### config.mk
export PLATFORM = sky130hd
export DESIGN_NAME = polynomial_evaluator_flat
export DESIGN_NICKNAME = d
export VERILOG_FILES = /design/src/rtl/pe_pkg.sv /design/src/rtl/pe_if.sv /design/src/rtl/polynomial_evaluator.sv /design/src/rtl/pe_mac_unit.sv /design/src/flat_wrapper.sv
export SDC_FILE = /design/constraint.sdc
export NUM_CORES = 2
export LEC_CHECK = 0
export BUFFER_PORTS_ARGS = -buffer_cell sky130_fd_sc_hd__buf_4
export CORE_ASPECT_RATIO = 1.2
export CORE_MARGIN = 4
export CORE_UTILIZATION = 50
export CTS_CLUSTER_SIZE = 30
export DETAILED_ROUTE_END_ITERATION = 16
export GPL_ROUTABILITY_DRIVEN = 1
export PLACE_DENSITY = 0.76
export SLEW_MARGIN = 0
export SYNTH_ARGS = -nofsm -noshare
export SYNTH_HDL_FRONTEND = slang
export SYNTH_SLANG_ARGS = --single-unit
### constraint.sdc
create_clock -name clk -period 19.9 [get_ports clk]
set_input_delay 3.98 -clock clk [delete_from_list [all_inputs] [get_ports clk]]
set_output_delay 3.98 -clock clk [all_outputs]
set_load 0.01 [all_outputs]
### src/rtl/pe_pkg.sv
`timescale 1ns / 1ps
// ----------------------------------------------------------------------------
// pe_pkg: shared types and constants of the polynomial evaluator
// Field widths, function codes, register address, sequencer states and the
// multiply-add unit's control and status groups.
// ----------------------------------------------------------------------------
package pe_pkg;

	localparam int COEF_W = 16;	// signed Q8.8
	localparam int X_W    = 16;	// signed Q8.8
	localparam int ACC_W  = 32;	// signed Q16.16
	localparam int IDX_W  = 4;	// coef_index field
	localparam int DEG_W  = 4;	// degree register
	localparam int PROD_W = ACC_W + X_W;

	localparam logic [1:0] ADDR_DEGREE = 2'd0;	// degree register, byte address 0

	typedef enum logic {
		FUNC_WRITE = 1'b0,
		FUNC_EVAL  = 1'b1
	} func_t;

	typedef enum logic [3:0] {
		ST_IDLE = 4'b0001,
		ST_MUL  = 4'b0010,
		ST_ADD  = 4'b0100,
		ST_FIN  = 4'b1000
	} state_t;

	// control into the shared multiply-add unit
	typedef struct packed {
		logic mul_en;
	} mac_ctrl_t;

	// status out of the shared multiply-add unit
	typedef struct packed {
		logic signed [ACC_W-1:0] value;
		logic                    ovf;
	} mac_res_t;

endpackage

### src/rtl/pe_if.sv
`timescale 1ns / 1ps
// ----------------------------------------------------------------------------
// pe_if: request and result channels of the polynomial evaluator
// Valid/ready channels; a transfer happens when valid and ready are high.
// ----------------------------------------------------------------------------
interface pe_in_if;
	logic                            valid;
	logic                            ready;
	logic                            func;
	logic [pe_pkg::IDX_W-1:0]        coef_index;
	logic signed [pe_pkg::COEF_W-1:0] coef_value;
	logic signed [pe_pkg::X_W-1:0]    x_value;

	modport source (output valid, func, coef_index, coef_value, x_value, input ready);
	modport sink   (input valid, func, coef_index, coef_value, x_value, output ready);
endinterface

interface pe_out_if;
	logic                             valid;
	logic                             ready;
	logic signed [pe_pkg::ACC_W-1:0]  poly_value;
	logic                             overflow;

	modport source (output valid, poly_value, overflow, input ready);
	modport sink   (input valid, poly_value, overflow, output ready);
endinterface

### src/rtl/polynomial_evaluator.sv
`timescale 1ns / 1ps
// ----------------------------------------------------------------------------
// polynomial_evaluator: Horner evaluation of a stored fixed-point polynomial
// Sequence: a coefficient write is stored at its transfer; an evaluation of degree
//   d runs d Horner steps, each a multiply state and an add state, then FIN.
// Flow: writes go back to back while idle; an evaluation holds ready low until its
//   d steps on the single shared multiply-add unit are done, and longer while the
//   previous result still waits in the output register.
// Reset: arst_n asynchronous; degree to 1, coefficient table to zero.
// ----------------------------------------------------------------------------
module polynomial_evaluator #(
	parameter int MAX_DEGREE = 10
) (
	input  logic        clk,
	input  logic        arst_n,
	pe_in_if.sink       req,
	pe_out_if.source    rsp,
	// APB-style configuration port
	input  logic        psel,
	input  logic        penable,
	input  logic        pwrite,
	input  logic [1:0]  paddr,
	input  logic [31:0] pwdata,
	output logic [31:0] prdata,
	output logic        pready
);
	import pe_pkg::*;

	localparam int DEPTH = MAX_DEGREE + 1;
	localparam int SEL_W = (DEPTH > 1) ? $clog2(DEPTH) : 1;

	// coefficient table: small, read at the step counter and the clamped degree, so flops
	logic signed [COEF_W-1:0] coef_q [DEPTH];
	logic [DEG_W-1:0]         degree_q;

	state_t                   state_q;
	logic [SEL_W-1:0]         step_q;	// coefficient index of the next add
	logic signed [X_W-1:0]    x_q;
	logic signed [ACC_W-1:0]  acc_q;
	logic                     ovf_q;

	// output register, decouples result hand-off from the sequencer
	logic                     out_valid_q;
	logic signed [ACC_W-1:0]  poly_q;
	logic                     out_ovf_q;

	logic                     in_xfer, eval_xfer, wr_xfer, out_free;
	logic [31:0]              deg_w, wr_idx_w;
	logic [SEL_W-1:0]         d_clamp;
	logic                     wr_in_range;
	mac_ctrl_t                mac_ctrl;
	mac_res_t                 mac_res;

	// ---- configuration port ------------------------------------------------
	assign pready = 1'b1;
	assign prdata = (paddr == ADDR_DEGREE) ? 32'(degree_q) : 32'h0;

	always_ff @(posedge clk or negedge arst_n) begin
		if (!arst_n) begin
			degree_q <= DEG_W'(1);
		end else if (psel && penable && pwrite && pready && paddr == ADDR_DEGREE) begin
			degree_q <= pwdata[DEG_W-1:0];
		end
	end

	// ---- request decode ----------------------------------------------------
	assign req.ready = (state_q == ST_IDLE);
	assign in_xfer   = req.valid && req.ready;
	assign eval_xfer = in_xfer && (func_t'(req.func) == FUNC_EVAL);
	assign wr_xfer   = in_xfer && (func_t'(req.func) == FUNC_WRITE);

	// degree 0 runs as 1, anything above the table runs as the top entry
	assign deg_w = 32'(degree_q);
	always_comb begin
		if (deg_w == 32'd0) begin
			d_clamp = SEL_W'(1);
		end else if (deg_w > 32'(MAX_DEGREE)) begin
			d_clamp = SEL_W'(MAX_DEGREE);
		end else begin
			d_clamp = SEL_W'(deg_w);
		end
	end

	// writes past the table are dropped
	assign wr_idx_w    = 32'(req.coef_index);
	assign wr_in_range = (wr_idx_w <= 32'(MAX_DEGREE));

	always_ff @(posedge clk or negedge arst_n) begin
		if (!arst_n) begin
			for (int i = 0; i < DEPTH; i++) begin
				coef_q[i] <= '0;
			end
		end else if (wr_xfer && wr_in_range) begin
			coef_q[SEL_W'(wr_idx_w)] <= req.coef_value;
		end
	end

	// ---- sequencer ---------------------------------------------------------
	// IDLE -> (MUL -> ADD) x d -> FIN -> IDLE; FIN waits for the output slot
	assign out_free      = !out_valid_q || rsp.ready;
	assign mac_ctrl.mul_en = (state_q == ST_MUL);

	always_ff @(posedge clk or negedge arst_n) begin
		if (!arst_n) begin
			state_q <= ST_IDLE;
		end else begin
			unique case (state_q)
				ST_IDLE: begin
					if (eval_xfer) begin
						state_q <= ST_MUL;
					end
				end
				ST_MUL: begin
					state_q <= ST_ADD;
				end
				ST_ADD: begin
					state_q <= (step_q == '0) ? ST_FIN : ST_MUL;
				end
				ST_FIN: begin
					if (out_free) begin
						state_q <= ST_IDLE;
					end
				end
				default: begin
					state_q <= ST_IDLE;
				end
			endcase
		end
	end

	// datapath registers: leading coefficient seeds the accumulator
	always_ff @(posedge clk) begin
		if (eval_xfer) begin
			x_q    <= req.x_value;
			acc_q  <= {{(ACC_W-COEF_W-8){coef_q[d_clamp][COEF_W-1]}}, coef_q[d_clamp], 8'h00};
			step_q <= d_clamp - SEL_W'(1);
			ovf_q  <= 1'b0;
		end else if (state_q == ST_ADD) begin
			acc_q <= mac_res.value;
			ovf_q <= ovf_q || mac_res.ovf;
			if (step_q != '0) begin
				step_q <= step_q - SEL_W'(1);
			end
		end
	end

	pe_mac_unit u_mac (
		.clk  (clk),
		.ctrl (mac_ctrl),
		.acc  (acc_q),
		.x    (x_q),
		.coef (coef_q[step_q]),
		.res  (mac_res)
	);

	// ---- result register ---------------------------------------------------
	always_ff @(posedge clk or negedge arst_n) begin
		if (!arst_n) begin
			out_valid_q <= 1'b0;
		end else if (state_q == ST_FIN && out_free) begin
			out_valid_q <= 1'b1;
		end else if (rsp.ready) begin
			out_valid_q <= 1'b0;
		end
	end

	always_ff @(posedge clk) begin
		if (state_q == ST_FIN && out_free) begin
			poly_q    <= acc_q;
			out_ovf_q <= ovf_q;
		end
	end

	assign rsp.valid      = out_valid_q;
	assign rsp.poly_value = poly_q;
	assign rsp.overflow   = out_ovf_q;

	// ---- assertions --------------------------------------------------------
`ifndef ASSERT_OFF
	a_eval_starts: assert property (@(posedge clk) disable iff (!arst_n)
		eval_xfer |=> state_q == ST_MUL)
		else $error("evaluation transfer did not start the multiply step");

	a_last_step: assert property (@(posedge clk) disable iff (!arst_n)
		(state_q == ST_ADD && step_q == '0) |=> state_q == ST_FIN)
		else $error("last Horner step did not finish the evaluation");

	a_result_loaded: assert property (@(posedge clk) disable iff (!arst_n)
		(state_q == ST_FIN && out_free) |=> (out_valid_q && state_q == ST_IDLE))
		else $error("finished result not presented");

	a_step_in_table: assert property (@(posedge clk) disable iff (!arst_n)
		state_q != ST_IDLE |-> 32'(step_q) < 32'(MAX_DEGREE))
		else $error("step counter outside coefficient table");
`endif

endmodule

### src/rtl/pe_mac_unit.sv
`timescale 1ns / 1ps
// ----------------------------------------------------------------------------
// pe_mac_unit: shared Horner step
// Registered acc*x product, then round to Q16.16, saturate, add the
// coefficient and saturate again.
// ----------------------------------------------------------------------------
module pe_mac_unit (
	input  logic                             clk,
	input  pe_pkg::mac_ctrl_t                ctrl,
	input  logic signed [pe_pkg::ACC_W-1:0]  acc,
	input  logic signed [pe_pkg::X_W-1:0]    x,
	input  logic signed [pe_pkg::COEF_W-1:0] coef,
	output pe_pkg::mac_res_t                 res
);
	import pe_pkg::*;

	logic signed [PROD_W-1:0] prod_s1;
	logic signed [PROD_W:0]   rnd;
	logic [PROD_W-8:0]        sh;	// rnd >>> 8
	logic                     p_pos, p_neg;
	logic signed [ACC_W-1:0]  p_sat;
	logic signed [ACC_W:0]    sum;
	logic signed [ACC_W:0]    coef_q16;

	always_ff @(posedge clk) begin
		if (ctrl.mul_en) begin
			prod_s1 <= PROD_W'(acc) * PROD_W'(x);
		end
	end

	// round half up: add half an LSB of Q16.16, floor by arithmetic shift
	assign rnd   = {prod_s1[PROD_W-1], prod_s1} + (PROD_W+1)'(128);
	assign sh    = rnd[PROD_W:8];
	assign p_pos = !sh[PROD_W-8] && (sh[PROD_W-9:ACC_W-1] != '0);
	assign p_neg =  sh[PROD_W-8] && (sh[PROD_W-9:ACC_W-1] != '1);

	always_comb begin
		if (p_pos) begin
			p_sat = {1'b0, {(ACC_W-1){1'b1}}};
		end else if (p_neg) begin
			p_sat = {1'b1, {(ACC_W-1){1'b0}}};
		end else begin
			p_sat = sh[ACC_W-1:0];
		end
	end

	assign coef_q16 = {{(ACC_W+1-COEF_W-8){coef[COEF_W-1]}}, coef, 8'h00};
	assign sum      = {p_sat[ACC_W-1], p_sat} + coef_q16;

	always_comb begin
		res.ovf = p_pos || p_neg;
		if (sum[ACC_W] != sum[ACC_W-1]) begin
			res.ovf   = 1'b1;
			res.value = sum[ACC_W] ? {1'b1, {(ACC_W-1){1'b0}}} : {1'b0, {(ACC_W-1){1'b1}}};
		end else begin
			res.value = sum[ACC_W-1:0];
		end
	end

endmodule
### src/flat_wrapper.sv
// flat-port wrapper written by rule: the top's interface ports become plain ports
module polynomial_evaluator_flat import pe_pkg::*;
#(
	parameter int MAX_DEGREE = 10
)
  (clk, arst_n, psel, penable, pwrite, paddr, pwdata, prdata, pready, req_valid, req_func, req_coef_index, req_coef_value, req_x_value, req_ready, rsp_valid, rsp_poly_value, rsp_overflow, rsp_ready);
  pe_in_if req_i ();
  pe_out_if rsp_i ();
  input  logic clk;
  input  logic arst_n;
  input  logic psel;
  input  logic penable;
  input  logic pwrite;
  input  logic [1:0] paddr;
  input  logic [31:0] pwdata;
  output logic [31:0] prdata;
  output logic pready;
  input wire logic [$bits(req_i.valid)-1:0] req_valid;
  input wire logic [$bits(req_i.func)-1:0] req_func;
  input wire logic [$bits(req_i.coef_index)-1:0] req_coef_index;
  input wire logic [$bits(req_i.coef_value)-1:0] req_coef_value;
  input wire logic [$bits(req_i.x_value)-1:0] req_x_value;
  output wire logic [$bits(req_i.ready)-1:0] req_ready;
  output wire logic [$bits(rsp_i.valid)-1:0] rsp_valid;
  output wire logic [$bits(rsp_i.poly_value)-1:0] rsp_poly_value;
  output wire logic [$bits(rsp_i.overflow)-1:0] rsp_overflow;
  input wire logic [$bits(rsp_i.ready)-1:0] rsp_ready;
  assign req_i.valid = req_valid;
  assign req_i.func = req_func;
  assign req_i.coef_index = req_coef_index;
  assign req_i.coef_value = req_coef_value;
  assign req_i.x_value = req_x_value;
  assign req_ready = req_i.ready;
  assign rsp_valid = rsp_i.valid;
  assign rsp_poly_value = rsp_i.poly_value;
  assign rsp_overflow = rsp_i.overflow;
  assign rsp_i.ready = rsp_ready;
  polynomial_evaluator #(.MAX_DEGREE(MAX_DEGREE)) u_core (.clk(clk), .arst_n(arst_n), .req(req_i), .rsp(rsp_i), .psel(psel), .penable(penable), .pwrite(pwrite), .paddr(paddr), .pwdata(pwdata), .prdata(prdata), .pready(pready));
endmodule
==> results by group <==
Setup path
  – Largest stage delay on the critical path: 0.16 ns
  – Crit path capture type: output port
  – Crit-path most repeated cell: buf_4
  – CP max-delay cell: nor2_1
  – Arrival @ worst endpoint: 4.53 ns
  – CP Launch Type: input pin
  – CP max FO: 3
  – WP buf/inv: 2
  – WS Path Type: input pin to output port
  – Worst path cell trace: buf_4 > nor2_1 > and2_1 > buf_4
  – Top delay family on crit path: simple AND/OR/NAND/NOR gates
  – Worst EP required: 15.92 ns

Synthesis
  – Mapped Cells: 3370
  – Synth top area cells: fa_1, dfrtp_1, edfxtp_1
  – Post-Synth Adder-Cell Area: 33.7%
  – Yosys warns: 0
  – Area share of the largest cell type after synthesis: 28.5%
  – Synth unique cells: 78
  – Number of synthesized flops with an enable pin: 118
  – Simple-Gate Fraction of Synth Area: 12.7%
  – Compound-Gate Fraction of Synth Area: 6.92%
  – Most frequent cell after synthesis: inv_1
  – Ys flop type: dfrtp_1
  – Sequential fraction of the synthesis area: 24.5%
  – #FFs+latches synth: 312
  – Async S/R FF share, synth: 59.3%
  – Synth cell count leaders: inv_1, fa_1, nand2_1
  – Xor/xnor cell area share of the yosys netlist: 2.70%
  – Syn Area/Cell: 10.1 um^2
  – Mux cell area share after synthesis: 10.7%
  – Cell area after synthesis: 0.0341 mm^2
  – Largest family of logic cells by synthesized area: adder cells
  – Area leader, netlist: fa_1

Clock network
  – CTS tree: yes
  – TritonCTS Buffers: 37
  – CTS clk-pin slew, worst paths: 0.05 ns
  – Clock Tree Root: clkbuf_16
  – Post-CTS Resized: 0
  – Clk_lat worst skew: 0.59 ns
  – Postcts setup bufs: 0
  – Clk sinks: 312
  – Worst-case clock buffer depth: 3
  – H-Tree Depth: 2
  – Hold buffers post-CTS: 0

Floorplanning
  – Initial core utilization: 50.7%
  – Num rows: 104
  – Die Y: 294 um
  – Die Width: 246 um
  – Die area: 0.0725 mm^2
  – I/O Pins: 146
  – Core Area: 0.0673 mm^2

Timing
  – Slew @ Worst Pin: 1.31 ns
  – Slew margin rel.: 12.9%
  – Setup Skew: 0.0557 ns
  – Fin crit period: 8.51 ns
  – RSZ-0062 raised after global routing: no
  – Final Cycle Share: 42.8%
  – Setup_tns: 0 ns
  – Setup WS post-layout: 11.39 ns
  – Slew Viols, Final: 0
  – # setup viols final: 0
  – Top achievable clock speed: 117 MHz
  – Fin. Hold Viols: 0

Global routing
  – Largest net degree at the start of global routing: 117
  – Total global-route track usage: 24.3%
  – M2 GR Usage: 41.8%
  – GR peak layer: met2
  – M3 GR Usage: 4.11%
  – Global Route met1 Usage: 31.0%
  – Global-route wire length before repair: 140 mm
  – Initial antenna violation count: 2
  – Vias in the first global route: 26216
  – Congestion Overflow GR: 0

Placement
  – Dpl ws: 11.39 ns
  – Cell count after placement: 4230
  – GP Congestion: 0.900
  – Post-DP HPWL: 61.2 mm
  – Port bufs: 88

Outcome
  – Status: finished, final reports clean

Route
  – DR WL/cell: 20.1 um
  – Starting DRC count in detailed routing: 1853
  – Final WL: 86.3 mm
  – First-pass DRT Iterations: 6
  – Vias: 24530
  – DRC viols: 0
  – ANT nets after route: 0
  – Routed vias/inst: 5.71

Pwr
  – Worst VDD drop: 0.212 mV
  – Leak Pwr: 17.3 nW
  – Cell Pwr Density: 190 mW/mm^2
  – Pwr Total: 0.00697 W

Final layout
  – Share of layout cells above drive strength 1: 12.9%
  – Non-filler instance count after layout: 4299
  – Fin nets: 4070
  – Number of fill cells: 5825
  – Area growth, synth to finish: 7.80%

Hold path
  – Tightest Hold Check Type: flip-flop to flip-flop

Run
  – Maxcap violations: 0
-- layout by cell type, fill, tap and decap left out, types with 36 or more instances in the layout --
| master | synthesis | final |
|---|---|---|
| inv_1 | 561 | 561 |
| fa_1 | 486 | 486 |
| nand2_1 | 365 | 365 |
| and2_1 | 222 | 222 |
| dfrtp_1 | 183 | 183 |
| mux2_2 | 182 | 182 |
| ha_1 | 138 | 138 |
| buf_4 | 29 | 137 |
| nor2_1 | 129 | 129 |
| edfxtp_1 | 118 | 118 |
| a21oi_1 | 112 | 111 |
| mux2i_1 | 85 | 85 |
| o21ai_0 | 73 | 73 |
| xnor2_1 | 60 | 60 |
| xor2_1 | 45 | 45 |
| clkbuf_16 | 0 | 37 |
| a21o_1 | 36 | 36 |
-- through the flow --
step	utilization (%)	hold WS [ns]	cell area, um^2
2_1_floorplan	-	0.409	34200
3_3_place_gp	52.8	0.448	35500
3_5_place_dp	52.8	0.454	35500
4_1_cts	54.6	0.465	36800
5_1_grt	54.6	0.476	36800
6_report	54.6	0.467	36800
-- sequential cells by signal (all words and copies together), names as in the netlist --
| register | flops |
|---|---|
| u_core.rsp.poly_value | 32 |
| u_core.rsp.valid | 1 |
| u_core.coef_q | 176 |
| u_core.u_mac.prod_s1 | 41 |
| u_core.state_q | 4 |
| u_core.rsp.overflow | 1 |
| u_core.x_q | 16 |
| u_core.step_q | 4 |
| u_core.degree_q | 4 |
| u_core.acc_q | 32 |
| u_core.ovf_q | 1 |
-- per-layer routing --
layer / vias to the layer above / part of all wire (%)
met3: 236 / 7.4
met5: - / 0
met1: 12623 / 39
met4: 0 / 4.2
li1: 10750 / -
met2: 921 / 50
-- where the power goes --
group	switching, W	total [W]	internal, W
clock network	0.000299	0.000697	0.000398
logic	0.00300	0.00515	0.00215
registers	0.000112	0.00112	0.00101
-- worst reg2reg max path: cells and delay by family, from the launching register on --
family / cells / cell delay, ns
compound gates: 6 / 2.35
xor+xnor: 1 / 0.14
fa+ha+maj: 7 / 3.45
buf+inv: 5 / 0.25
flops: 1 / 0.99
simple gates: 3 / 0.42
-- final timing paths --
check / from / end / slack, ns / depth (start not counted)
worst max register to register: u_core.acc_q[7] / u_core.u_mac.prod_s1[47] / 12.07 / 22
max in group asynchronous: arst_n / u_core.state_q[1] / 14.82 / 2
min in group asynchronous: arst_n / u_core.degree_q[2] / 3.58 / 1
worst min register to register: u_core.ovf_q / u_core.rsp.overflow / 0.47 / 0
worst max-delay path: paddr[1] / prdata[1] / 11.39 / 4
worst min-delay path: u_core.ovf_q / u_core.rsp.overflow / 0.47 / 0
-- cell type report --
cell class                 instances  area [um^2]  share of cell area, %
inverter                         564         2120                   5.76
clock inverter                    16          224                  0.609
timing repair buffer             138         1040                   2.83
clock buffer                      52         1030                   2.81
multi-input combinational       2315        22900                   62.2
sequential                       312         8360                   22.7
antenna                            1         2.50                0.00681
tap                              901         1130                   3.07
-- logic make-up (layout without fill, tap and decap cells) --
logic type                 after synthesis  in the layout
and+or+nand+nor                        888            888
buffers and inverters                  770            770
adders and majority gates              626            626
AOI/OAI and AO/OA                      367            367
DFF                                    312            312
muxes                                  300            300
xor gates and xnor gates               105            105
other                                    2             30
Note: power is estimated with default switching activity, not from simulation.
